--- src/design/dtc_status_table_assert.svh ---
// assertion macros for the dtc status table
`ifndef DTC_STATUS_TABLE_ASSERT_SVH
`define DTC_STATUS_TABLE_ASSERT_SVH

`ifndef NO_ASSERTIONS
// same-cycle implication, checked out of reset
`define DTC_ASSERT_IMPL(label, ante, cons) \
   label: assert property (@(posedge clock) disable iff (reset) (ante) |-> (cons)) \
      else $error("dtc_status_table: assertion failed");
// next-cycle implication, checked out of reset
`define DTC_ASSERT_NEXT(label, ante, cons) \
   label: assert property (@(posedge clock) disable iff (reset) (ante) |=> (cons)) \
      else $error("dtc_status_table: assertion failed");
`else
`define DTC_ASSERT_IMPL(label, ante, cons)
`define DTC_ASSERT_NEXT(label, ante, cons)
`endif

`endif

--- src/design/dtc_st_pkg.sv ---
package dtc_st_pkg;

   // table geometry
   localparam int NUM_ENTRIES = 15;
   localparam int ADDR_W      = (NUM_ENTRIES > 1) ? $clog2(NUM_ENTRIES) : 1;
   localparam int MAX_RESULTS = 16;
   localparam int CNT_W       = $clog2(MAX_RESULTS);

   // stream widths
   localparam int REQ_W = 56;
   localparam int RSP_W = 40;

   // fixed codes and status bits
   localparam logic [23:0] CODE_BASE         = 24'hC00001;
   localparam logic [23:0] GROUP_ALL         = 24'hFFFFFF;
   localparam logic [7:0]  ST_FAILED         = 8'h01;
   localparam logic [7:0]  ST_FAIL_CONFIRMED = 8'h09;
   localparam logic [7:0]  TYPE_BY_MASK      = 8'h02;

   typedef enum logic [1:0] {
      FUNC_REPORT      = 2'd0,
      FUNC_CLEAR_GROUP = 2'd1,
      FUNC_READ        = 2'd2,
      FUNC_CLEAR_ALL   = 2'd3
   } func_type;

   typedef enum logic [2:0] {
      RC_OK      = 3'd0,
      RC_SESSION = 3'd1,
      RC_DENIED  = 3'd2,
      RC_RANGE   = 3'd3,
      RC_SUBFUNC = 3'd4
   } rc_type;

   typedef enum logic [2:0] {
      ST_IDLE,
      ST_RMW_RD,
      ST_RMW_WR,
      ST_SCAN_RD,
      ST_SCAN,
      ST_FINAL
   } state_type;

endpackage

--- src/design/dtc_status_table.sv ---
// DTC status table: one status byte per trouble code, code n being 0xC00001+n.
// Each request item yields zero or more record items and always one final
// item with tlast set and the response code. Requests are taken one at a time;
// the status bytes sit in a one-port-read, one-port-write synchronous memory
// with per-entry valid bits, so reset and the clear operations take effect at
// once with no clearing pass. A report goes through accept, read, write back
// and final item; the clear operations and any rejected request go from
// accept straight to the final item; read by status mask walks the table
// at one memory read per cycle while no record waits on a stalled result
// channel, then gives the final item. The next request is taken as soon as
// the final item is in the output register.
`include "dtc_status_table_assert.svh"

module dtc_status_table
   import dtc_st_pkg::*;
(
   input  logic             clock,
   input  logic             reset,
   input  logic             req_tvalid,
   output logic             req_tready,
   // dtc_index[3:0], fault_active[4], group_code[28:5], report_type[36:29],
   // status_mask[44:37], in_extended_session[45], security_level[53:46]
   input  logic [REQ_W-1:0] req_tdata,
   // func[1:0]
   input  logic [1:0]       req_tuser,
   output logic             rsp_tvalid,
   input  logic             rsp_tready,
   // trouble_code[23:0], dtc_status[31:24], response_code[34:32]
   output logic [RSP_W-1:0] rsp_tdata,
   // is_record[0]
   output logic             rsp_tuser,
   output logic             rsp_tlast
);

   // request fields
   logic [3:0]  req_dtc_index;
   logic        req_fault_active;
   logic [23:0] req_group_code;
   logic [7:0]  req_report_type;
   logic [7:0]  req_status_mask;
   logic        req_ext_session;
   logic [7:0]  req_security_level;
   func_type    req_func;

   assign req_dtc_index      = req_tdata[3:0];
   assign req_fault_active   = req_tdata[4];
   assign req_group_code     = req_tdata[28:5];
   assign req_report_type    = req_tdata[36:29];
   assign req_status_mask    = req_tdata[44:37];
   assign req_ext_session    = req_tdata[45];
   assign req_security_level = req_tdata[53:46];
   assign req_func           = func_type'(req_tuser);

   // control and request registers
   state_type         state_ff, state_in;
   logic [ADDR_W-1:0] idx_ff, idx_in;
   logic              active_ff;
   logic [7:0]        mask_ff;
   rc_type            rc_ff, rc_in;
   logic [ADDR_W-1:0] scan_cnt_ff, scan_cnt_in;
   logic [CNT_W-1:0]  rec_cnt_ff, rec_cnt_in;

   // status store with valid bits
   logic [7:0]             status_mem [NUM_ENTRIES];
   logic [NUM_ENTRIES-1:0] valid_ff;
   logic [7:0]             mem_q_ff;
   logic                   valid_q_ff;
   logic                   rd_en;
   logic [ADDR_W-1:0]      rd_addr;
   logic                   wr_en;
   logic [7:0]             wr_data;
   logic                   clr_all;
   logic                   clr_one;

   // output register
   logic        rsp_valid_ff;
   logic        rsp_rec_ff;
   logic [23:0] rsp_code_ff;
   logic [7:0]  rsp_status_ff;
   rc_type      rsp_rc_ff;
   logic        rsp_last_ff;
   logic        load_rec;
   logic        load_fin;
   logic        out_free;

   // decode helpers
   logic              accept;
   logic              idx_out_of_range;
   logic [23:0]       group_diff;
   logic              group_hit;
   logic [7:0]        cur_status;
   logic              cur_match;
   logic              cap_reached;
   logic              last_entry;

   assign accept           = req_tvalid && req_tready;
   assign out_free         = !rsp_valid_ff || rsp_tready;
   assign idx_out_of_range = {28'd0, req_dtc_index} >= 32'(NUM_ENTRIES);
   assign group_diff       = req_group_code - CODE_BASE;
   assign group_hit        = {8'd0, group_diff} < 32'(NUM_ENTRIES);
   assign cur_status       = valid_q_ff ? mem_q_ff : 8'd0;
   assign cur_match        = |(cur_status & mask_ff);
   assign cap_reached      = rec_cnt_ff == CNT_W'(MAX_RESULTS - 1);
   assign last_entry       = scan_cnt_ff == ADDR_W'(NUM_ENTRIES - 1);
   assign wr_data          = active_ff ? (cur_status | ST_FAIL_CONFIRMED)
                                       : (cur_status & ~ST_FAILED);

   // sequencer: next state, memory controls and output loads
   always_comb begin
      state_in    = state_ff;
      idx_in      = idx_ff;
      rc_in       = rc_ff;
      scan_cnt_in = scan_cnt_ff;
      rec_cnt_in  = rec_cnt_ff;
      req_tready  = 1'b0;
      rd_en       = 1'b0;
      rd_addr     = scan_cnt_ff;
      wr_en       = 1'b0;
      clr_all     = 1'b0;
      clr_one     = 1'b0;
      load_rec    = 1'b0;
      load_fin    = 1'b0;
      unique case (state_ff)
         ST_IDLE: begin
            req_tready = 1'b1;
            if (req_tvalid) begin
               rc_in       = RC_OK;
               state_in    = ST_FINAL;
               scan_cnt_in = '0;
               rec_cnt_in  = '0;
               unique case (req_func)
                  FUNC_REPORT: begin
                     idx_in = ADDR_W'(req_dtc_index);
                     if (idx_out_of_range) begin
                        rc_in = RC_RANGE;
                     end else begin
                        state_in = ST_RMW_RD;
                     end
                  end
                  FUNC_CLEAR_GROUP: begin
                     idx_in = ADDR_W'(group_diff);
                     priority if (!req_ext_session) begin
                        rc_in = RC_SESSION;
                     end else if (req_security_level == 8'd0) begin
                        rc_in = RC_DENIED;
                     end else if (req_group_code == GROUP_ALL) begin
                        clr_all = 1'b1;
                     end else if (group_hit) begin
                        clr_one = 1'b1;
                     end else begin
                        rc_in = RC_RANGE;
                     end
                  end
                  FUNC_READ: begin
                     if (req_report_type != TYPE_BY_MASK) begin
                        rc_in = RC_SUBFUNC;
                     end else begin
                        state_in = ST_SCAN_RD;
                     end
                  end
                  FUNC_CLEAR_ALL: begin
                     clr_all = 1'b1;
                  end
                  default: begin
                     state_in = ST_FINAL;
                  end
               endcase
            end
         end
         ST_RMW_RD: begin
            rd_en    = 1'b1;
            rd_addr  = idx_ff;
            state_in = ST_RMW_WR;
         end
         ST_RMW_WR: begin
            // read and write fall in separate states, so no overlap on the entry
            wr_en    = 1'b1;
            state_in = ST_FINAL;
         end
         ST_SCAN_RD: begin
            rd_en    = 1'b1;
            rd_addr  = scan_cnt_ff;
            state_in = ST_SCAN;
         end
         ST_SCAN: begin
            if (cur_match && cap_reached) begin
               // result list full: stop walking
               state_in = ST_FINAL;
            end else if (!cur_match || out_free) begin
               load_rec = cur_match;
               if (cur_match) begin
                  rec_cnt_in = rec_cnt_ff + CNT_W'(1);
               end
               if (last_entry) begin
                  state_in = ST_FINAL;
               end else begin
                  scan_cnt_in = scan_cnt_ff + ADDR_W'(1);
                  rd_en       = 1'b1;
                  rd_addr     = scan_cnt_ff + ADDR_W'(1);
               end
            end
         end
         ST_FINAL: begin
            if (out_free) begin
               load_fin = 1'b1;
               state_in = ST_IDLE;
            end
         end
         default: begin
            state_in = ST_IDLE;
         end
      endcase
   end

   // state register
   always_ff @(posedge clock) begin
      if (reset) begin
         state_ff    <= ST_IDLE;
         scan_cnt_ff <= '0;
         rec_cnt_ff  <= '0;
      end else begin
         state_ff    <= state_in;
         scan_cnt_ff <= scan_cnt_in;
         rec_cnt_ff  <= rec_cnt_in;
      end
   end

   // request payload held for the whole operation
   always_ff @(posedge clock) begin
      idx_ff <= idx_in;
      rc_ff  <= rc_in;
      if (accept) begin
         active_ff <= req_fault_active;
         mask_ff   <= req_status_mask;
      end
   end

   // valid bits: an invalid entry reads as zero
   always_ff @(posedge clock) begin
      if (reset || clr_all) begin
         valid_ff <= '0;
      end else begin
         if (clr_one) begin
            valid_ff[idx_in] <= 1'b0;
         end
         if (wr_en) begin
            valid_ff[idx_ff] <= 1'b1;
         end
      end
   end

   // status memory, registered read
   always_ff @(posedge clock) begin
      if (wr_en) begin
         status_mem[idx_ff] <= wr_data;
      end
      if (rd_en) begin
         mem_q_ff   <= status_mem[rd_addr];
         valid_q_ff <= valid_ff[rd_addr];
      end
   end

   // output register
   always_ff @(posedge clock) begin
      if (reset) begin
         rsp_valid_ff <= 1'b0;
      end else if (load_rec || load_fin) begin
         rsp_valid_ff <= 1'b1;
      end else if (rsp_tready) begin
         rsp_valid_ff <= 1'b0;
      end
   end

   always_ff @(posedge clock) begin
      if (load_rec) begin
         rsp_rec_ff    <= 1'b1;
         rsp_code_ff   <= CODE_BASE + 24'(scan_cnt_ff);
         rsp_status_ff <= cur_status;
         rsp_rc_ff     <= RC_OK;
         rsp_last_ff   <= 1'b0;
      end else if (load_fin) begin
         rsp_rec_ff    <= 1'b0;
         rsp_code_ff   <= 24'd0;
         rsp_status_ff <= 8'd0;
         rsp_rc_ff     <= rc_ff;
         rsp_last_ff   <= 1'b1;
      end
   end

   assign rsp_tvalid = rsp_valid_ff;
   assign rsp_tuser  = rsp_rec_ff;
   assign rsp_tlast  = rsp_last_ff;
   assign rsp_tdata  = {5'd0, rsp_rc_ff, rsp_status_ff, rsp_code_ff};

   // checks
   `DTC_ASSERT_IMPL(a_record_not_last, rsp_valid_ff && rsp_rec_ff, !rsp_last_ff)
   `DTC_ASSERT_IMPL(a_status_is_last, rsp_valid_ff && !rsp_rec_ff, rsp_last_ff)
   `DTC_ASSERT_NEXT(a_one_at_a_time, accept, !req_tready)
   `DTC_ASSERT_IMPL(a_scan_in_table, state_ff == ST_SCAN, scan_cnt_ff <= ADDR_W'(NUM_ENTRIES - 1))
   `DTC_ASSERT_IMPL(a_no_load_clash, load_rec, !load_fin && out_free)

endmodule

--- config.mk ---
export PLATFORM = sky130hd
export DESIGN_NAME = dtc_status_table
export DESIGN_NICKNAME = d
export VERILOG_FILES = /design/src/design/dtc_st_pkg.sv /design/src/design/dtc_status_table.sv
export VERILOG_INCLUDE_DIRS = /design/src /design/src/design
export SDC_FILE = /design/constraint.sdc
export NUM_CORES = 1
export LEC_CHECK = 0
export BUFFER_PORTS_ARGS = -buffer_cell sky130_fd_sc_hd__buf_2
export CAP_MARGIN = 5
export CELL_PAD_IN_SITES_DETAIL_PLACEMENT = 0
export CELL_PAD_IN_SITES_GLOBAL_PLACEMENT = 2
export CORE_MARGIN = 2
export CORE_UTILIZATION = 43
export CTS_BUF_LIST = sky130_fd_sc_hd__clkbuf_4 sky130_fd_sc_hd__clkbuf_8 sky130_fd_sc_hd__clkbuf_16
export CTS_CLUSTER_SIZE = 20
export DETAILED_ROUTE_END_ITERATION = 16
export PLACE_DENSITY = 0.88
export SLEW_MARGIN = 25
export SYNTH_ARGS = -nofsm -noshare
export SYNTH_HDL_FRONTEND = slang
export SYNTH_SLANG_ARGS = --single-unit
--- constraint.sdc ---
create_clock -name clock -period 9.4 [get_ports clock]
set_clock_uncertainty 0.15 [all_clocks]
set_input_delay 0.94 -clock clock [delete_from_list [all_inputs] [get_ports clock]]
set_output_delay 0.94 -clock clock [all_outputs]
set_load 0.02 [all_outputs]
==> run_results.csv <==
group,metric,value,unit
power_and_ir_drop,power,0.00282,W
yosys,ys_seq_elements,191,
setup_path,cpMaxStageDelayCell,"a2111oi_0",
final_layout,final_core_util,0.505,
final_layout,n_antenna_cell,0,
clock_tree,clock_path_buffers,2,
yosys,async_flop_share,0,
floorplan,die_h,146,um
route,vias,5856,
yosys,synth_common_cells,"edfxtp_1, mux2i_1, nor2_1",
yosys,synth_edf_count,155,
final_layout,area_delta_synth_final,14.5,%
clock_tree,clk_latency,440,ps
timing,hold-worst-slack,294,ps
yosys,netlist_instances,696,
yosys,synth_area_leaders,"edfxtp_1, dfxtp_1, mux2i_1, nor2_1, buf_4",
yosys,yosysMostFrequentCell,"edfxtp_1",
setup_path,arrival,4180,ps
global_routing,grt_max_degree,59,
final_layout,fin_cells,1051,
setup_path,cp_cell_sequence,"a22oi_1 -> a41oi_1 -> a2111oi_0 -> a221o_1 -> buf_4 -> nor3b_2 -> a22oi_1 -> o211a_1",
route,dr.pass1.iters,5,
clock_tree,cts_tree,"yes",
timing,finalSetupTns,0,ps
route,ant_nets,0,
power_and_ir_drop,peakVddDrop,0.126,mV
global_routing,grt_pass1_wl,30900,um
global_routing,grt_use_total,0.186,
flow_run,drv_cap,0,
outcome,status,"finished clean",
place,dp_hpwl,13200,um
setup_path,cp_max_fo,32,
timing,max_freq,241,MHz
floorplan,die-area,0.0212,mm2
yosys,yosysWarningCount,0,
timing,min_period_over_period,0.441,
clock_tree,cts-root-buf,"clkbuf_16",
timing,maxSlewHeadroom,0.274,
timing,setup_viol,0,
timing,rsz0062_at_grt,"no",
route,vias_per_cell,5.57,
place,gp_congestion,0.832,
floorplan,coreArea,0.0196,mm2
global_routing,grt_antenna_before_repair,0,
power_and_ir_drop,leakage,3.67,nW
floorplan,io_pins,106,
timing,min_period,4140,ps
setup_path,cpPeakStageDelay,710,ps
yosys,yosysSeqAreaShare,0.623,
yosys,yosysTopAreaCellShare,0.539,
floorplan,die_w,146,um
global_routing,grt-ovfl-total,0,
yosys,syn_area,0.00863,mm2
yosys,synth_cell_types,68,
yosys,synth_flop_cell,"edfxtp_1",
global_routing,grt_pass1_vias,5719,
clock_tree,hold_buffers,0,
setup_path,endpoint_kind,"flip-flop",
floorplan,num_rows,51,
timing,hold_viol,0,
setup_path,crit_type,"flip-flop to flip-flop",
setup_path,startpoint_type,"flip-flop",
clock_tree,cts.repair.resized,0,
route,drtIter0Drc,431,
hold_path,hold_class,"flip-flop to flip-flop",
final_layout,drive_gt1_frac,0.173,
clock_tree,clk_pin_slew,70,ps
setup_path,path_common_cell,"a22oi_1",
clock_tree,cts_htree_levels,4,
power_and_ir_drop,power_density,285,mW/mm2
clock_tree,cts_buffers,17,
timing,tightest_slew,1090,ps
clock_tree,cts_sinks,191,
floorplan,start_util,0.441,
final_layout,nets,840,
setup_path,crit_required,9430,ps
place,dp_cells,1019,
place,io_buffers,81,
clock_tree,post_cts_buffers,0,
route,wl,19300,um
yosys,syn_avg_cell_area,12.4,um2
route,route.detailed.drc,0,
timing,drv_slew,0,
yosys,synth_top_area_cell,"edfxtp_1",
route,wl_per_cell,18.4,um
-- critical path: cells and delay by family, from the launching register on --
kind / cells / cell delay, ps
AOI/OAI and AO/OA: 6 / 2100
DFF: 1 / 460
and+or+nand+nor: 1 / 690
buffers and inverters: 1 / 480
-- kinds of logic after synthesis --
logic type | share of synthesized area
compound gates | 0.122
xor+xnor | 0.00812
fa+ha+maj | 0.00725
buf+inv | 0.0406
flops | 0.623
mux | 0.0790
other cells | 0.000434
simple gates | 0.120
-- state kept, by name, summed over array words and instances, names as in the netlist --
signal and count:
active_ff 1, idx_ff 4, mask_ff 8, mem_q_ff 8, rc_ff 3, rec_cnt_ff 4
rsp_code_ff 6, rsp_rc_ff 3, rsp_status_ff 8, rsp_tlast 1, rsp_tuser 1, rsp_tvalid 1
scan_cnt_ff 4, state_ff 3, status_mem 120, valid_ff 15, valid_q_ff 1
-- metal layers --
metal  routed length [um]  track usage  share of wire
met1                 8670        0.246           0.45
met4                  276       0.0534          0.014
met2                 9470        0.311           0.49
met3                  919       0.0395          0.048
met5                    0            0              0
-- worst paths after layout --
check              start           to  slack [ps]  depth (start not counted)
max          mem_q_ff[5]  mem_q_ff[1]        5260                          8
min            rsp_tuser    rsp_tuser         290                          2
min reg2reg    rsp_tuser    rsp_tuser         290                          2
max reg2reg  mem_q_ff[5]  mem_q_ff[1]        5260                          8
-- power by group --
group | switching (W) | total (W) | leakage (nW) | internal, W
logic | 0.000586 | 0.000880 | 1.65 | 0.000294
registers | 0.0000855 | 0.00119 | 1.72 | 0.00111
clock network | 0.000353 | 0.000741 | 0.306 | 0.000388
-- metrics by stage --
stage	area, um2	worst slack (ps)
after floorplan	8710	5580
after global placement	9240	4760
after detailed placement	9250	5210
after CTS	9880	5370
after global routing	9880	5110
final	9880	5260
-- layout by cell type (no fill, tap or decap), drive strengths merged, types with 3 or more instances in the layout --
cell,n
nand2b,8
or3b,3
dfxtp,36
or4,3
o221ai,8
mux2i,67
a31oi,7
xor2,5
buf,86
nor4,9
o31a,3
nor3,23
clkbuf,17
edfxtp,155
o21a,5
clkinv,8
nand4,13
a21oi,34
nor2b,3
and2,17
nor2,52
ha,5
o21ai,31
a211oi,6
o211a,8
xnor2,3
a22oi,22
nand3,11
inv,26
o41a,3
nand2,44
nor3b,5
conb,22
-- final cells by class --
type / instances / area (um2)
flip-flops and latches: 191 / 5380
well taps: 265 / 332
fillers: 1731 / 9710
clock buffers: 17 / 425
multi-input cells: 457 / 3030
clock inverters: 15 / 203
inverters: 20 / 75.1
repair buffers: 86 / 443
Power figures use the tool's default switching activity.
